**src/rtl/gip_pkg.sv**
```systemverilog
package gip_pkg;

  localparam int PIX_W   = 16;
  localparam int VAL_W   = 20;
  localparam int SUM_W   = 48;
  localparam int GAP_W   = 12;
  localparam int DUR_W   = 8;
  localparam int MM_W    = 16;
  localparam int NUM_PIX = 1 << PIX_W;

  // read-out: q = floor((3*|S| + bias) / 3200) done as ((3*|S| + bias) >> 7) / 25,
  // the /25 by reciprocal multiply; |S| >= 2^26 always saturates
  localparam int LOW_W   = 7;
  localparam int X_W     = 21;
  localparam int SAT_SH  = 26;
  localparam int RCP_W   = 22;
  localparam int RCP_SH  = 26;
  localparam int Q_W     = MM_W + 1;
  localparam int HALF_W  = 11;
  localparam int MUL_W   = GAP_W + VAL_W + 1;

  typedef logic [PIX_W-1:0] pix_t;
  typedef logic [VAL_W-1:0] val_t;
  typedef logic [SUM_W-1:0] sum_t;
  typedef logic [GAP_W-1:0] gap_t;
  typedef logic [DUR_W-1:0] dur_t;
  typedef logic [MUL_W-1:0] mul_t;
  typedef logic [X_W+RCP_W-1:0] qprod_t;
  typedef logic [1:0]       op_t;

  localparam op_t OP_SAMPLE    = 2'd0;
  localparam op_t OP_MISS_LAST = 2'd1;
  localparam op_t OP_MISS_STEP = 2'd2;
  localparam op_t OP_READ      = 2'd3;

  localparam logic [RCP_W-1:0]     RECIP       = 22'd2684355;  // ceil(2^26 / 25)
  localparam logic [HALF_W-1:0]    HALF_UNIT   = 11'd1600;
  localparam sum_t                 MISSING_SUM = 48'hFFFF_FFFF_FFE0;  // -1.0 at 5 frac bits
  localparam dur_t                 DUR_STEP    = 8'd3;
  localparam logic [MM_W-1:0]      MM_MAX      = 16'h7FFF;
  localparam logic [MM_W-1:0]      MM_MIN      = 16'h8000;
  localparam int                   QDEPTH      = 2;

  typedef struct packed {
    op_t  op;
    pix_t pix;
    val_t val;
  } item_t;

  typedef struct packed {
    sum_t sum;
    gap_t gap;
    val_t last;
    logic have;
    dur_t dur;
  } entry_t;

endpackage

```
**src/rtl/gip_if.sv**
```systemverilog
interface gip_in_if;
  logic                         valid;
  logic                         ready;
  logic                         cmd;
  logic [gip_pkg::PIX_W-1:0]    pixel_index;
  logic signed [gip_pkg::VAL_W-1:0] rain_value;
  logic                         is_last_step;

  modport source(output valid, cmd, pixel_index, rain_value, is_last_step, input ready);
  modport sink(input valid, cmd, pixel_index, rain_value, is_last_step, output ready);
endinterface


```
**src/rtl/gip_front.sv**
```systemverilog
module gip_front (
  input  logic            clk,
  input  logic            rst_n,
  gip_in_if.sink          in_ch,
  input  logic            clearing,
  output logic            push_valid,
  output gip_pkg::item_t  push_item,
  input  logic            push_ready
);

  logic           slot_v_r;
  gip_pkg::item_t slot_r;
  gip_pkg::item_t cls;
  logic           in_acc;

  assign in_ch.ready = !clearing && (!slot_v_r || push_ready);
  assign in_acc      = in_ch.valid && in_ch.ready;
  assign push_valid  = slot_v_r;
  assign push_item   = slot_r;

  // classify the word
  always_comb begin
    cls.pix = in_ch.pixel_index;
    cls.val = in_ch.rain_value;
    priority if (in_ch.cmd) begin
      cls.op = gip_pkg::OP_READ;
    end else if (!in_ch.rain_value[gip_pkg::VAL_W-1]) begin
      cls.op = gip_pkg::OP_SAMPLE;
    end else if (in_ch.is_last_step) begin
      cls.op = gip_pkg::OP_MISS_LAST;
    end else begin
      cls.op = gip_pkg::OP_MISS_STEP;
    end
  end

  always_ff @(posedge clk) begin
    if (!rst_n) begin
      slot_v_r <= 1'b0;
    end else if (in_acc) begin
      slot_v_r <= 1'b1;
    end else if (push_ready) begin
      slot_v_r <= 1'b0;
    end
  end

  always_ff @(posedge clk) begin
    if (in_acc) begin
      slot_r <= cls;
    end
  end

endmodule

```
**src/flat_wrapper.sv**
```systemverilog
// flat-port wrapper written by rule: the top's interface ports become plain ports
module gip_front_flat 
  (clk, rst_n, clearing, push_valid, push_item, push_ready, in_ch_valid, in_ch_cmd, in_ch_pixel_index, in_ch_rain_value, in_ch_is_last_step, in_ch_ready);
  gip_in_if in_ch_i ();
  input  logic clk;
  input  logic rst_n;
  input  logic clearing;
  output logic push_valid;
  output gip_pkg::item_t push_item;
  input  logic push_ready;
  input wire logic [$bits(in_ch_i.valid)-1:0] in_ch_valid;
  input wire logic [$bits(in_ch_i.cmd)-1:0] in_ch_cmd;
  input wire logic [$bits(in_ch_i.pixel_index)-1:0] in_ch_pixel_index;
  input wire logic [$bits(in_ch_i.rain_value)-1:0] in_ch_rain_value;
  input wire logic [$bits(in_ch_i.is_last_step)-1:0] in_ch_is_last_step;
  output wire logic [$bits(in_ch_i.ready)-1:0] in_ch_ready;
  assign in_ch_i.valid = in_ch_valid;
  assign in_ch_i.cmd = in_ch_cmd;
  assign in_ch_i.pixel_index = in_ch_pixel_index;
  assign in_ch_i.rain_value = in_ch_rain_value;
  assign in_ch_i.is_last_step = in_ch_is_last_step;
  assign in_ch_ready = in_ch_i.ready;
  gip_front u_core (.clk(clk), .rst_n(rst_n), .in_ch(in_ch_i), .clearing(clearing), .push_valid(push_valid), .push_item(push_item), .push_ready(push_ready));
endmodule
```
**config.mk**
```make
export PLATFORM = sky130hd
export DESIGN_NAME = gip_front_flat
export DESIGN_NICKNAME = d
export VERILOG_FILES = /design/src/rtl/gip_pkg.sv /design/src/rtl/gip_if.sv /design/src/rtl/gip_front.sv /design/src/flat_wrapper.sv
export SDC_FILE = /design/constraint.sdc
export NUM_CORES = 1
export LEC_CHECK = 0
export ABC_AREA = 1
export BUFFER_PORTS_ARGS = -buffer_cell sky130_fd_sc_hd__buf_4
export CELL_PAD_IN_SITES_DETAIL_PLACEMENT = 0
export CELL_PAD_IN_SITES_GLOBAL_PLACEMENT = 1
export CORE_ASPECT_RATIO = 2
export CORE_MARGIN = 1
export CORE_UTILIZATION = 28
export CTS_CLUSTER_SIZE = 20
export DETAILED_ROUTE_END_ITERATION = 6
export PLACE_DENSITY = 0.69
export SYNTH_ARGS = -nofsm -noshare
export SYNTH_HDL_FRONTEND = slang
export SYNTH_SLANG_ARGS = --single-unit
```
**constraint.sdc**
```tcl
create_clock -name clk -period 2.4 [get_ports clk]
set_input_delay 0.24 -clock clk [delete_from_list [all_inputs] [get_ports clk]]
set_output_delay 0.24 -clock clk [all_outputs]
set_load 0.1 [all_outputs]
```
==> impl_metrics.toml <==
[power]
pwr-share-clk = 0.262
p_per_area_nw_per_um2 = 755
ir_worst_vdd_uv = 532
p_leak_uw = 0.000858
p_comb_frac = 0.215
switching_share = 0.291
p_sw_uw = 439
p_int_uw = 1070
power_frac_seq = 0.524

[cts]
cts.hold.buffers_added = 0
cts_resized = 0
htree_levels = 2
clk_latency_ns = 0.28
clockRootBuffer = "clkbuf_8"
numCtsBuffers = 5
cts_tree = "done"
cts.sinks = 39
cts_setup_buffers = 0
clk_pin_slew_ns = 0.06
clock_path_buffers = 2

[grt]
busiest_layer = "met2"
grt_pass1_wl_um = 3600
grt_usage = 0.109
antenna_found_initial = 0
gr-total-overflow = 0
grt_pass1_vias = 790
use_met2 = 0.205
grt_max_degree = 39
gr-usage-met3 = 0.0447
met1_usage = 0.102

[routing]
antenna_left = 0
dr_total_vias = 791
dr.pass1.iters = 4
postRouteWirelength_um = 2410
vias_per_cell = 4.04
drc = 0
wl_per_cell_um = 12.3
drt-initial-drc-count = 16

[critical_path]
cp-start-kind = "flip-flop"
rr_startpoint = "u_core.push_valid$_SDFFE_PN0P_"
r2r-end = "u_core.push_item[8]$_DFFE_PP_"
reg2reg_depth = 4
crit_fanout = 38
worstPathArrival_ns = 1.29
max_stage_delay_ns = 0.42
crit_chain = "nand2_1 > inv_1 > nor3_4 > buf_4"
crit_slowest_cell = "buf_4"
worstPathRequired_ns = 2.33
r2r_setup_slack_ns = 1.03
critPathKind = "flip-flop to flip-flop"
end_kind = "flip-flop"

[final_layout]
nFillCells = 386
fin_util = 0.484
n_antenna_cell = 0
area_delta_synth_final_pct = 63.6
drive_gt1_frac = 0.625
mostFrequentLayoutCells = "83 x buf_4, 38 x edfxtp_1, 6 x inv_1, 5 x clkbuf_8, 4 x nand2_1"
nNetsFinal = 186
final_common_cell = "buf_4"

[sta]
slew-limit-headroom = 0.699
max_freq_mhz = 732
hold_ws_ns = 0.134
setup_tns_ns = 0
rsz0062_at_grt = "no"
setup_viol = 0
fin_crit_ns = 1.37
slew_viol_final = 0
hold_viol = 0
skew_ns = 0.00248
fin_crit_sh = 0.569
worstMarginPinSlew_ns = 0.452

[hold_path]
hold_path.startpoint = "in_ch_pixel_index[5]"
whs_endpoint = "u_core.push_item[25]$_DFFE_PP_"
whs_path_depth = 1
hp-class = "primary input to flip-flop"

[floorplanning]
pin_count = 83
start_util = 0.296
rows = 33
coreArea_um2 = 4130
die_h_um = 95.4
die_w_um = 48.7
dieArea_um2 = 4650

[place]
finalWeightedCongestion = 0.656
hpwl_um = 1930
portBuffers = 82

[synthesis]
synth_nets = 96
syn_inst = 53
synth_area_per_cell_um2 = 23.1
ys.warnings.count = 0
seq_area_frac_synth = 0.950
yosysUniqueCellTypes = 8
syn_area_um2 = 1220
ys_ff_latch = 39

[status]
outcome = "completed"

[flow_run]
cap_violations = 0
## power groups by stage
| stage | Sequential (uW) | Clock (uW) | Combinational [uW] |
|---|---|---|---|
| 6_report | 790 | 395 | 324 |
| 5_1_grt | 793 | 430 | 334 |
| 4_1_cts | 791 | 407 | 327 |
| 3_5_place_dp | 805 | 0 | 327 |
| 3_3_place_gp | 804 | 0 | 324 |
| 2_1_floorplan | 1010 | 0 | 24.9 |
## kinds of logic (layout without fill, tap and decap cells)
group / count (synthesis) / count (layout) / synth area share
buffers and inverters: 6 / 97 / 0.0184
AO/OA/AOI/OAI: 2 / 2 / 0.00818
flip-flops: 39 / 39 / 0.950
AND/OR/NAND/NOR: 6 / 6 / 0.0235
## layer usage
layer,routed length [um],vias to the layer above
met5,0,-
met4,44,0
met3,207,5
met2,1360,53
met1,797,360
li1,-,373
## metrics by stage
stage                     setup slack [ns]  area [um^2]  instances  total power, uW
after floorplan                      0.130         1230         53             1030
after global placement                1.05         1920        188             1130
after detailed placement              1.00         1920        188             1130
after CTS                             1.02         2000        196             1520
after global routing                 0.952         2000        196             1560
final                                 1.03         2000        196             1510
## Yosys cell counts
cell       n  share of area
o21ai_1    1         0.0041
edfxtp_1  38           0.93
dfxtp_1    1          0.016
inv_1      6          0.018
nor3_2     1         0.0082
o21ai_0    1         0.0041
nor2_1     1         0.0031
nand2_1    4          0.012
## worst max path at each step
stage                                               from                             end  slack (ns)  cells after the start
after floorplan           u_core.push_valid$_SDFFE_PN0P_   u_core.push_item[0]$_DFFE_PP_        0.13                      3
after global placement                        push_ready  u_core.push_item[30]$_DFFE_PP_        1.05                      6
after detailed placement                      push_ready   u_core.push_item[8]$_DFFE_PP_        1.00                      6
after CTS                 u_core.push_valid$_SDFFE_PN0P_                     in_ch_ready        1.02                      4
after global routing      u_core.push_valid$_SDFFE_PN0P_  u_core.push_item[19]$_DFFE_PP_        0.95                      4
final                     u_core.push_valid$_SDFFE_PN0P_   u_core.push_item[8]$_DFFE_PP_        1.03                      4
## final cells by class
class                      instances  area (um^2)  area share
inverter                           6         22.5      0.0113
timing repair buffer              83          623       0.312
multi-input combinational          8         47.5      0.0238
sequential                        39         1160       0.581
tap                               52         65.1      0.0325
clock buffer                       8         80.1      0.0401
## critical path: cells and delay by family (launching register included)
family | cells | cell delay, ns
and+or+nand+nor | 2 | 0.19
buffers and inverters | 2 | 0.50
DFF | 1 | 0.32
## registers in the layout (all words and copies together) (netlist names)
| name | flops |
|---|---|
| u_core.push_item | 38 |
| u_core.push_valid | 1 |
(Power assumes the default switching activity.)
