$ cat src/rtl/gip_pkg.sv
package gip_pkg;

  localparam int PIX_W   = 16;
  localparam int VAL_W   = 20;
  localparam int SUM_W   = 48;
  localparam int GAP_W   = 12;
  localparam int DUR_W   = 8;
  localparam int MM_W    = 16;
  localparam int NUM_PIX = 1 << PIX_W;

  // read-out: q = floor((3*|S| + bias) / 3200) done as ((3*|S| + bias) >> 7) / 25,
  // the /25 by reciprocal multiply; |S| >= 2^26 always saturates
  localparam int LOW_W   = 7;
  localparam int X_W     = 21;
  localparam int SAT_SH  = 26;
  localparam int RCP_W   = 22;
  localparam int RCP_SH  = 26;
  localparam int Q_W     = MM_W + 1;
  localparam int HALF_W  = 11;
  localparam int MUL_W   = GAP_W + VAL_W + 1;

  typedef logic [PIX_W-1:0] pix_t;
  typedef logic [VAL_W-1:0] val_t;
  typedef logic [SUM_W-1:0] sum_t;
  typedef logic [GAP_W-1:0] gap_t;
  typedef logic [DUR_W-1:0] dur_t;
  typedef logic [MUL_W-1:0] mul_t;
  typedef logic [X_W+RCP_W-1:0] qprod_t;
  typedef logic [1:0]       op_t;

  localparam op_t OP_SAMPLE    = 2'd0;
  localparam op_t OP_MISS_LAST = 2'd1;
  localparam op_t OP_MISS_STEP = 2'd2;
  localparam op_t OP_READ      = 2'd3;

  localparam logic [RCP_W-1:0]     RECIP       = 22'd2684355;  // ceil(2^26 / 25)
  localparam logic [HALF_W-1:0]    HALF_UNIT   = 11'd1600;
  localparam sum_t                 MISSING_SUM = 48'hFFFF_FFFF_FFE0;  // -1.0 at 5 frac bits
  localparam dur_t                 DUR_STEP    = 8'd3;
  localparam logic [MM_W-1:0]      MM_MAX      = 16'h7FFF;
  localparam logic [MM_W-1:0]      MM_MIN      = 16'h8000;
  localparam int                   QDEPTH      = 2;

  typedef struct packed {
    op_t  op;
    pix_t pix;
    val_t val;
  } item_t;

  typedef struct packed {
    sum_t sum;
    gap_t gap;
    val_t last;
    logic have;
    dur_t dur;
  } entry_t;

endpackage

$ cat src/rtl/gip_queue.sv
module gip_queue (
  input  logic            clk,
  input  logic            rst_n,
  input  logic            push_valid,
  input  gip_pkg::item_t  push_item,
  output logic            push_ready,
  output logic            pop_valid,
  output gip_pkg::item_t  pop_item,
  input  logic            pop_ready
);

  gip_pkg::item_t ent_r [gip_pkg::QDEPTH];
  logic           wp_r, rp_r;
  logic [1:0]     cnt_r;
  logic           do_push, do_pop;

  assign push_ready = (cnt_r != 2'(gip_pkg::QDEPTH));
  assign pop_valid  = (cnt_r != 2'd0);
  assign pop_item   = ent_r[rp_r];
  assign do_push    = push_valid && push_ready;
  assign do_pop     = pop_valid && pop_ready;

  always_ff @(posedge clk) begin
    if (!rst_n) begin
      wp_r  <= 1'b0;
      rp_r  <= 1'b0;
      cnt_r <= 2'd0;
    end else begin
      if (do_push) wp_r <= !wp_r;
      if (do_pop)  rp_r <= !rp_r;
      unique case ({do_push, do_pop})
        2'b10:   cnt_r <= cnt_r + 2'd1;
        2'b01:   cnt_r <= cnt_r - 2'd1;
        default: cnt_r <= cnt_r;
      endcase
    end
  end

  always_ff @(posedge clk) begin
    if (do_push) begin
      ent_r[wp_r] <= push_item;
    end
  end

endmodule

$ cat config.mk
export PLATFORM = sky130hd
export DESIGN_NAME = gip_queue
export DESIGN_NICKNAME = d
export VERILOG_FILES = /design/src/rtl/gip_pkg.sv /design/src/rtl/gip_queue.sv
export SDC_FILE = /design/constraint.sdc
export NUM_CORES = 1
export LEC_CHECK = 0
export ABC_AREA = 1
export BUFFER_PORTS_ARGS = -buffer_cell sky130_fd_sc_hd__buf_4
export CORE_MARGIN = 8
export CORE_UTILIZATION = 52
export CTS_CLUSTER_SIZE = 8
export DETAILED_ROUTE_END_ITERATION = 8
export PLACE_DENSITY = 0.91
export SLEW_MARGIN = 40
export SYNTH_ARGS = -nofsm -noshare
export SYNTH_HDL_FRONTEND = slang
export SYNTH_SLANG_ARGS = --single-unit
$ cat constraint.sdc
create_clock -name clk -period 3.1 [get_ports clk]
set_input_delay 0.31 -clock clk [delete_from_list [all_inputs] [get_ports clk]]
set_output_delay 0.31 -clock clk [all_outputs]
set_load 0.05 [all_outputs]
==> impl_metrics.env, run 1 <==
export IMPL_cts_tree="yes"
export IMPL_fp_dieW_um=92.7
export IMPL_die_h_um=92.7
export IMPL_fmax_ghz=0.441
export IMPL_routed_wl_mm=5.41
export IMPL_synth_simple_area_share_pct=2.90
export IMPL_antenna_found_initial=0
export IMPL_status="complete, no violations"
export IMPL_initial_core_util_pct=52.6
export IMPL_grt_pass1_wl_mm=8.22
export IMPL_cts_resized=0
export IMPL_ys_ff_latch=81
export IMPL_place_congestion=0.687
export IMPL_clockRootBuffer="clkbuf_8"
export IMPL_first_pass_iters=4
export IMPL_arrival_ns=1.96
export IMPL_met3_length_um=477
export IMPL_grt_ovfl_total=0
export IMPL_drive_above_1_share_pct=56.2
export IMPL_synth_top_area_cell="edfxtp_1"
export IMPL_criticalPathCategory="reg -> out"
export IMPL_grtUsageTotal_pct=12.6
export IMPL_area_growth_pct=29.9
export IMPL_synth_top_area_share_pct=74.5
export IMPL_tns_ns=0
export IMPL_min_period_over_period_pct=73.2
export IMPL_drt_iter0_drc=58
export IMPL_holdBufCountCts=0
export IMPL_pin_count=82
export IMPL_port_buffers=81
export IMPL_syn_avg_cell_area_sq_um=19.9
export IMPL_clk_latency_ns=0.33
export IMPL_critPathMaxStageDelay_ns=0.69
export IMPL_total_leakage_power_nw=1.56
export IMPL_tightest_slew_ns=0.597
export IMPL_ys_flop_type="edfxtp_1"
export IMPL_syn_area_sq_um=3060
export IMPL_async_reset_ff_share_pct=0
export IMPL_cpMostUsedCell="buf_4"
export IMPL_synthCells=154
export IMPL_clkTransAtPathRegs_ns=0.08
export IMPL_yosysWarnings=0
export IMPL_detailed_place_hpwl_mm=4.05
export IMPL_synth_common_cells="edfxtp_1 (76), mux2_4 (20), mux2_2 (18)"
export IMPL_nNetsFinal=289
export IMPL_hold_class="in -> reg"
export IMPL_htree_levels=3
export IMPL_worstPathRequired_ns=2.79
export IMPL_clock_path_buffers=2
export IMPL_die_area_sq_um=8600
export IMPL_synthAdderAreaFrac_pct=0.409
export IMPL_grt_max_degree=25
export IMPL_power_density_nw_per_um2=804
export IMPL_crit_slowest_cell="dfxtp_2"
export IMPL_rsz0062_at_grt="false"
export IMPL_maxSlewViolCount=0
export IMPL_crit_family="flip-flops"
export IMPL_max_slew_margin_pct=60.1
export IMPL_drt_met1_wl_mm=1.94
export IMPL_setup_viol_count_final=0
export IMPL_rows=28
export IMPL_path_cells="buf_4 -> mux2_2 -> buf_4"
export IMPL_finClkSkew_ns=0.00861
export IMPL_path_buf_inv=2
export IMPL_synth_top_family_by_area="multiplexers"
export IMPL_synthMuxAreaShare_pct=16.4
export IMPL_start_kind="flop"
export IMPL_routed_via_density=4.95
export IMPL_drtAntennaViolNets=0
export IMPL_synth_most_common_cell="edfxtp_1"
export IMPL_post_route_min_period_ns=2.27
export IMPL_wl_per_cell_um=16.6
export IMPL_via_count=1613
export IMPL_synth_xor_area_share_pct=0
export IMPL_yosysUniqueCellTypes=17
export IMPL_final_util_pct=68.4
export IMPL_endpoint_kind="primary output"
export IMPL_finalHoldViolations=0
export IMPL_route_detailed_drc=0
export IMPL_cts_made_buffers=9
export IMPL_diodes=0
export IMPL_core_region_area_sq_um=5820
export IMPL_ir_drop_mv=0.445
export IMPL_drv_cap=0
export IMPL_synth_area_leaders="edfxtp_1 (75%), mux2_4 (9.8%), mux2_2 (6.6%)"
export IMPL_synth_compound_area_share_pct=0.572
export IMPL_wl_met2_mm=2.88
export IMPL_grt_pass1_vias=1769
export IMPL_clkSinkCount=81
export IMPL_synth_edf_count=76
export IMPL_syn_nets=197
export IMPL_top_layer_used="met4"
export IMPL_post_cts_setup_buffers=0
export IMPL_crit_fanout=18
export IMPL_yosysSeqAreaShare_pct=77.8
[area by class of cell]
cell class,count,area [sq um]
clock inverters,7,85.1
clock buffers,9,124
well taps,75,93.8
repair buffers,85,638
flip-flops and latches,81,2380
multi-input cells,64,634
inverters,5,18.8
fillers,406,1840
[worst register-to-register path: stages (launching register included)]
cell and delay [ns]:
dfxtp_1 0.39, inv_2 0.08, nand2_1 0.08, nand2_1 0.17, nor2_4 0.52, buf_4 0.37
[final timing paths]
check                                   from  slack [ns]     endpoint  cells after the start
worst min-delay path            push_item[8]        0.16  ent_r[1][8]                      1
worst max-delay path                    flop        0.83  pop_item[2]                      3
worst max register to register      cnt_r[0]        1.18  ent_r[0][6]                      5
worst min register to register          rp_r        0.52         rp_r                      2
[per-stage QoR]
stage | setup slack [ns] | power (mW) | hold slack [ns] | area, sq um | instances
after floorplan | 0.0425 | 2.17 | 0.409 | 3060 | 154
after global placement | 1.17 | 2.43 | 0.472 | 3770 | 310
after detailed placement | 1.14 | 2.46 | 0.498 | 3770 | 310
after CTS | 0.775 | 3.23 | 0.141 | 3980 | 326
after global routing | 0.705 | 3.32 | 0.128 | 3980 | 326
final | 0.831 | 3.20 | 0.155 | 3980 | 326
[state kept, by name, indices dropped and copies added (netlist names), named ones only]
name / flops
ent_r: 76
cnt_r: 2
rp_r: 1
wp_r: 1
[power by group]
group	internal, mW	total, mW	leakage (nW)	switching (mW)
logic	0.366	1.01	0.700	0.648
clock network	0.445	0.780	0.104	0.335
registers	1.34	1.40	0.752	0.0644
total	2.15	3.20	1.56	1.05
[placed cells by master (no fill, tap or decap)]
| cell | instances |
|---|---|
| clkinv_2 | 2 |
| ha_1 | 1 |
| dfxtp_1 | 4 |
| o21ai_0 | 1 |
| inv_1 | 4 |
| mux2_4 | 20 |
| a21oi_1 | 1 |
| buf_4 | 85 |
| clkbuf_8 | 9 |
| bufinv_16 | 2 |
| clkinvlp_4 | 1 |
| dfxtp_2 | 1 |
| mux2_2 | 18 |
| nor2_4 | 2 |
| edfxtp_1 | 76 |
| nand3_1 | 1 |
| nand4_1 | 1 |
| clkinv_1 | 2 |
| nor2_1 | 8 |
| o21a_1 | 1 |
| nand2_1 | 10 |
| inv_2 | 1 |
[metal layers]
layer | up-vias | GRT usage [%]
met5 | - | 0
met4 | 0 | 4.83
li1 | 767 | -
met3 | 11 | 6.31
met1 | 770 | 11.8
met2 | 65 | 22.8
[logic make-up after synthesis]
kind of cell	count (synthesis)
muxes	38
and+or+nand+nor	22
DFF	81
buffers and inverters	9
adders and majority gates	1
AOI/OAI and AO/OA	3
No activity file was read; power rests on OpenSTA's default activity.
==> run 2, diff against run 1 <==
- clock period: 3.1 -> 2.15 ns (I/O delays scaled with it)
==> impl_metrics.env, run 2 (synthesized netlist as in run 1, its figures left out) <==
export IMPL_r2r_end="cnt_r[1]"
export IMPL_route_detailed_drc=0
export IMPL_htree_levels=3
export IMPL_regMostFlops="ent_r"
export IMPL_final_cell_mix="buf_4 (85), edfxtp_1 (76), mux2_4 (20), mux2_2 (18), nand2_1 (10)"
export IMPL_hold_depth=1
export IMPL_criticalPathCategory="reg -> out"
export IMPL_rows=28
export IMPL_max_slew_margin_pct=73.2
export IMPL_largest_register_ffs=76
export IMPL_place_area_sq_um=3790
export IMPL_ff2ff_path_depth=9
export IMPL_top_regs="ent_r: 76 flops, cnt_r: 2 flops"
export IMPL_power_density_nw_per_um2=1140
export IMPL_cts_resized=0
export IMPL_cts_tree="yes"
export IMPL_clk_latency_ns=0.33
export IMPL_die_h_um=92.7
export IMPL_finalPower_mw=4.51
export IMPL_layout_cells_most_common="buf_4"
export IMPL_nNetsFinal=290
export IMPL_grt_pass1_vias=1746
export IMPL_maxSlewViolCount=0
export IMPL_grt_max_degree=25
export IMPL_grt_ovfl_total=0
export IMPL_tightest_slew_ns=0.402
export IMPL_cts_made_buffers=9
export IMPL_fin_ws_ns=0.202
export IMPL_routed_wl_mm=5.39
export IMPL_die_area_sq_um=8600
export IMPL_core_region_area_sq_um=5820
export IMPL_arrival_ns=1.73
export IMPL_reg2reg_slack_ns=0.63
export IMPL_first_pass_iters=4
export IMPL_pin_count=82
export IMPL_rsz0062_at_grt="false"
export IMPL_start_kind="flop"
export IMPL_clock_path_buffers=2
export IMPL_clkTransAtPathRegs_ns=0.08
export IMPL_antenna_found_initial=0
export IMPL_place_congestion=0.648
export IMPL_fp_dieW_um=92.7
export IMPL_hold_class="in -> reg"
export IMPL_drt_iter0_drc=105
export IMPL_drtAntennaViolNets=0
export IMPL_clkSinkCount=81
export IMPL_crit_fanout=24
export IMPL_status="complete, no violations"
export IMPL_grt_pass1_wl_mm=8.42
export IMPL_min_period_over_period_pct=90.6
export IMPL_fmax_ghz=0.513
export IMPL_detailed_place_hpwl_mm=3.88
export IMPL_holdBufCountCts=0
export IMPL_clockRootBuffer="clkbuf_8"
export IMPL_drive_above_1_share_pct=55.6
export IMPL_holdPathEnd="ent_r[0][27]"
export IMPL_grtUsageTotal_pct=13.0
export IMPL_post_route_min_period_ns=1.95
export IMPL_rr_startpoint="cnt_r[0]"
export IMPL_total_leakage_power_nw=1.55
export IMPL_setup_viol_count_final=0
export IMPL_diodes=0
export IMPL_dp_cells=311
export IMPL_worstPathRequired_ns=1.93
export IMPL_post_cts_setup_buffers=0
export IMPL_worst_hold_slack_ns=0.0597
export IMPL_port_buffers=81
export IMPL_finalHoldViolations=0
export IMPL_hold_path_startpoint="push_item[27]"
export IMPL_dp_slack_ns=0.548
export IMPL_finClkSkew_ns=0.00632
export IMPL_ir_drop_mv=0.777
export IMPL_fin_cells=327
export IMPL_drv_cap=0
export IMPL_area_growth_pct=29.6
export IMPL_endpoint_kind="primary output"
export IMPL_wl_per_cell_um=16.5
export IMPL_design_area_sq_um=3970
export IMPL_routed_via_density=4.89
export IMPL_via_count=1600
export IMPL_initial_core_util_pct=52.6
-- run 2: changes by cell type in the layout (fill, tap and decap cells not counted) --
cell | previous run | this run
clkbuf_1 | 0 | 3
buf_12 | 0 | 1
bufinv_16 | 2 | 1
clkinv_1 | 2 | 1
clkinvlp_4 | 1 | 0
-- run 2: worst max path at each step --
| stage | slack (ns) | depth (start not counted) | endpoint |
|---|---|---|---|
| floorplan | -0.30 | 4 | ent_r[1][0] |
| global placement | 0.56 | 3 | pop_item[37] |
| detailed placement | 0.55 | 3 | pop_item[37] |
| CTS | 0.18 | 3 | pop_item[37] |
| global route | 0.12 | 3 | pop_item[29] |
| finish | 0.20 | 3 | pop_item[37] |
-- run 2: layout make-up --
class / instances / area (sq um)
inverters: 5 / 18.8
clock inverters: 4 / 43.8
clock buffers: 12 / 135
repair buffers: 86 / 658
fillers: 422 / 1850
multi-input cells: 64 / 634
well taps: 75 / 93.8
flip-flops and latches: 81 / 2380
-- run 2: critical path: stages, from the launching register on --
cell,delay [ns]
dfxtp_2,0.58
buf_12,0.26
mux2_2,0.35
buf_4,0.19
-- run 2: power breakdown --
part | leakage, nW | total (mW) | switching [mW] | internal [mW]
sequential | 0.752 | 2.01 | 0.0816 | 1.93
clock | 0.0918 | 1.01 | 0.476 | 0.530
combinational | 0.708 | 1.49 | 0.949 | 0.539
-- run 2: metrics by stage --
step | TNS (ns) | utilization, %
6_report | 0 | 68.2
5_1_grt | 0 | 68.2
4_1_cts | 0 | 68.2
3_5_place_dp | 0 | 65.1
3_3_place_gp | 0 | 65.1
2_1_floorplan | -22.37 | -
-- run 2: per-layer routing --
layer / part of all wire [%] / routed length [um] / GRT usage (%) / up-vias
met5: 0 / 0 / 0 / -
met1: 38 / 2060 / 13.2 / 765
met3: 7.6 / 410 / 5.34 / 10
met4: 1.7 / 91 / 6.44 / 0
li1: - / - / - / 767
met2: 53 / 2830 / 22.5 / 58
==> run 3, diff against run 2 <==
- CORE_UTILIZATION: 52 -> 56
- PLACE_DENSITY: 0.91 -> 0.95
- clock period: 2.15 -> 2.5 ns (I/O delays scaled with it)
==> impl_metrics.env, run 3 (synthesized netlist as in run 1, its figures left out) <==
export IMPL_top_regs="ent_r: 76 flops, cnt_r: 2 flops"
export IMPL_cts_made_buffers=9
export IMPL_grt_ovfl_total=0
export IMPL_rows=27
export IMPL_pin_count=82
export IMPL_via_count=1586
export IMPL_drtAntennaViolNets=0
export IMPL_use_met2_pct=24.5
export IMPL_fin_ws_ns=0.496
export IMPL_gr_usage_met1_pct=13.2
export IMPL_port_buffers=81
export IMPL_grt_pass1_wl_mm=8.52
export IMPL_diodes=0
export IMPL_arrival_ns=1.75
export IMPL_drive_above_1_share_pct=55.2
export IMPL_nNetsFinal=289
export IMPL_tns_ns=0
export IMPL_rsz0062_at_grt="false"
export IMPL_finalHoldViolations=0
export IMPL_layout_cells_most_common="buf_4"
export IMPL_r2r_end="ent_r[1][10]"
export IMPL_clkSinkCount=81
export IMPL_final_util_pct=72.9
export IMPL_grtUsageTotal_pct=13.6
export IMPL_htree_levels=3
export IMPL_dp_slack_ns=0.742
export IMPL_worstPathRequired_ns=2.25
export IMPL_status="complete, no violations"
export IMPL_fmax_ghz=0.499
export IMPL_antenna_found_initial=0
export IMPL_die_h_um=89.9
export IMPL_n_fill_cell=344
export IMPL_route_detailed_drc=0
export IMPL_crit_end="pop_item[4]"
export IMPL_area_growth_pct=28.6
export IMPL_reg2reg_slack_ns=0.76
export IMPL_finClkSkew_ns=0.00464
export IMPL_grt_busiest_layer="met2"
export IMPL_post_cts_setup_buffers=0
export IMPL_met3_usage_pct=5.32
export IMPL_clkTransAtPathRegs_ns=0.07
export IMPL_largest_register_ffs=76
export IMPL_regMostFlops="ent_r"
export IMPL_fp_dieW_um=89.9
export IMPL_hold_class="in -> reg"
export IMPL_total_leakage_power_nw=1.54
export IMPL_rr_startpoint="cnt_r[0]"
export IMPL_ir_drop_mv=0.579
export IMPL_drt_iter0_drc=58
export IMPL_tightest_slew_ns=0.589
export IMPL_place_area_sq_um=3760
export IMPL_crit_fanout=38
export IMPL_final_cell_mix="buf_4 (85), edfxtp_1 (76), mux2_4 (20), mux2_2 (18), nand2_1 (10)"
export IMPL_detailed_place_hpwl_mm=4.08
export IMPL_max_slew_margin_pct=60.7
export IMPL_core_region_area_sq_um=5410
export IMPL_first_pass_iters=2
export IMPL_design_area_sq_um=3940
export IMPL_drv_cap=0
export IMPL_die_area_sq_um=8090
export IMPL_grt_pass1_vias=1678
export IMPL_criticalPathCategory="reg -> out"
export IMPL_power_density_nw_per_um2=974
export IMPL_initial_core_util_pct=56.6
export IMPL_place_congestion=0.710
export IMPL_routed_wl_mm=5.55
export IMPL_maxSlewViolCount=0
export IMPL_ff2ff_path_depth=5
export IMPL_grt_max_degree=39
export IMPL_start_kind="flop"
export IMPL_post_route_min_period_ns=2.00
export IMPL_min_period_over_period_pct=80.2
export IMPL_setup_viol_count_final=0
export IMPL_clock_path_buffers=2
export IMPL_finalPower_mw=3.84
export IMPL_clockRootBuffer="clkbuf_8"
export IMPL_wl_per_cell_um=17.2
export IMPL_cts_tree="yes"
export IMPL_routed_via_density=4.93
export IMPL_cts_resized=0
export IMPL_holdBufCountCts=0
export IMPL_clk_latency_ns=0.33
export IMPL_endpoint_kind="primary output"
## run 3: cell count changes in the layout (fill, tap and decap cells not counted), sizes merged
cell / before / now
buf: 86 / 85
clkbuf: 12 / 9
clkinv: 3 / 5
## run 3: area by class of cell
cell class / count / area, sq um / area share (%)
Clock inverter: 6 / 50.0 / 1.27
Multi-Input combinational cell: 64 / 634 / 16.1
Timing Repair Buffer: 85 / 638 / 16.2
Inverter: 5 / 18.8 / 0.476
Sequential cell: 81 / 2380 / 60.5
Tap cell: 72 / 90.1 / 2.29
Clock buffer: 9 / 124 / 3.14
## run 3: per-layer routing
metal,wire [um],vias up,part of all wire [%]
li1,-,767,-
met2,2990,50,54
met1,2140,760,39
met4,98,0,1.8
met3,318,9,5.7
met5,0,-,0
## run 3: critical path: stages (launching register included)
cell and delay [ns]:
dfxtp_2 0.31, buf_4 0.48, mux2_2 0.42, buf_4 0.19
## run 3: worst min path at each step
stage / startpoint / to / slack (ns) / depth (start not counted)
4_1_cts: push_item[13] / ent_r[0][13] / 0.08 / 1
3_5_place_dp: push_item[13] / ent_r[0][13] / 0.44 / 1
3_3_place_gp: push_item[37] / ent_r[1][37] / 0.44 / 1
6_report: push_item[28] / ent_r[0][28] / 0.1 / 1
5_1_grt: push_item[13] / ent_r[0][13] / 0.07 / 1
2_1_floorplan: push_item[0] / ent_r[0][0] / 0.35 / 0
## run 3: per-stage QoR
stage | instances | hold slack [ns]
after floorplan | 154 | 0.349
after global placement | 307 | 0.437
after detailed placement | 307 | 0.438
after CTS | 322 | 0.0804
after global routing | 322 | 0.0728
final | 322 | 0.0991
## run 3: power breakdown
group / switching (mW) / total, mW / internal (mW)
registers: 0.0467 / 1.71 / 1.66
logic: 0.840 / 1.29 / 0.452
clock network: 0.397 / 0.837 / 0.440
total: 1.28 / 3.84 / 2.55
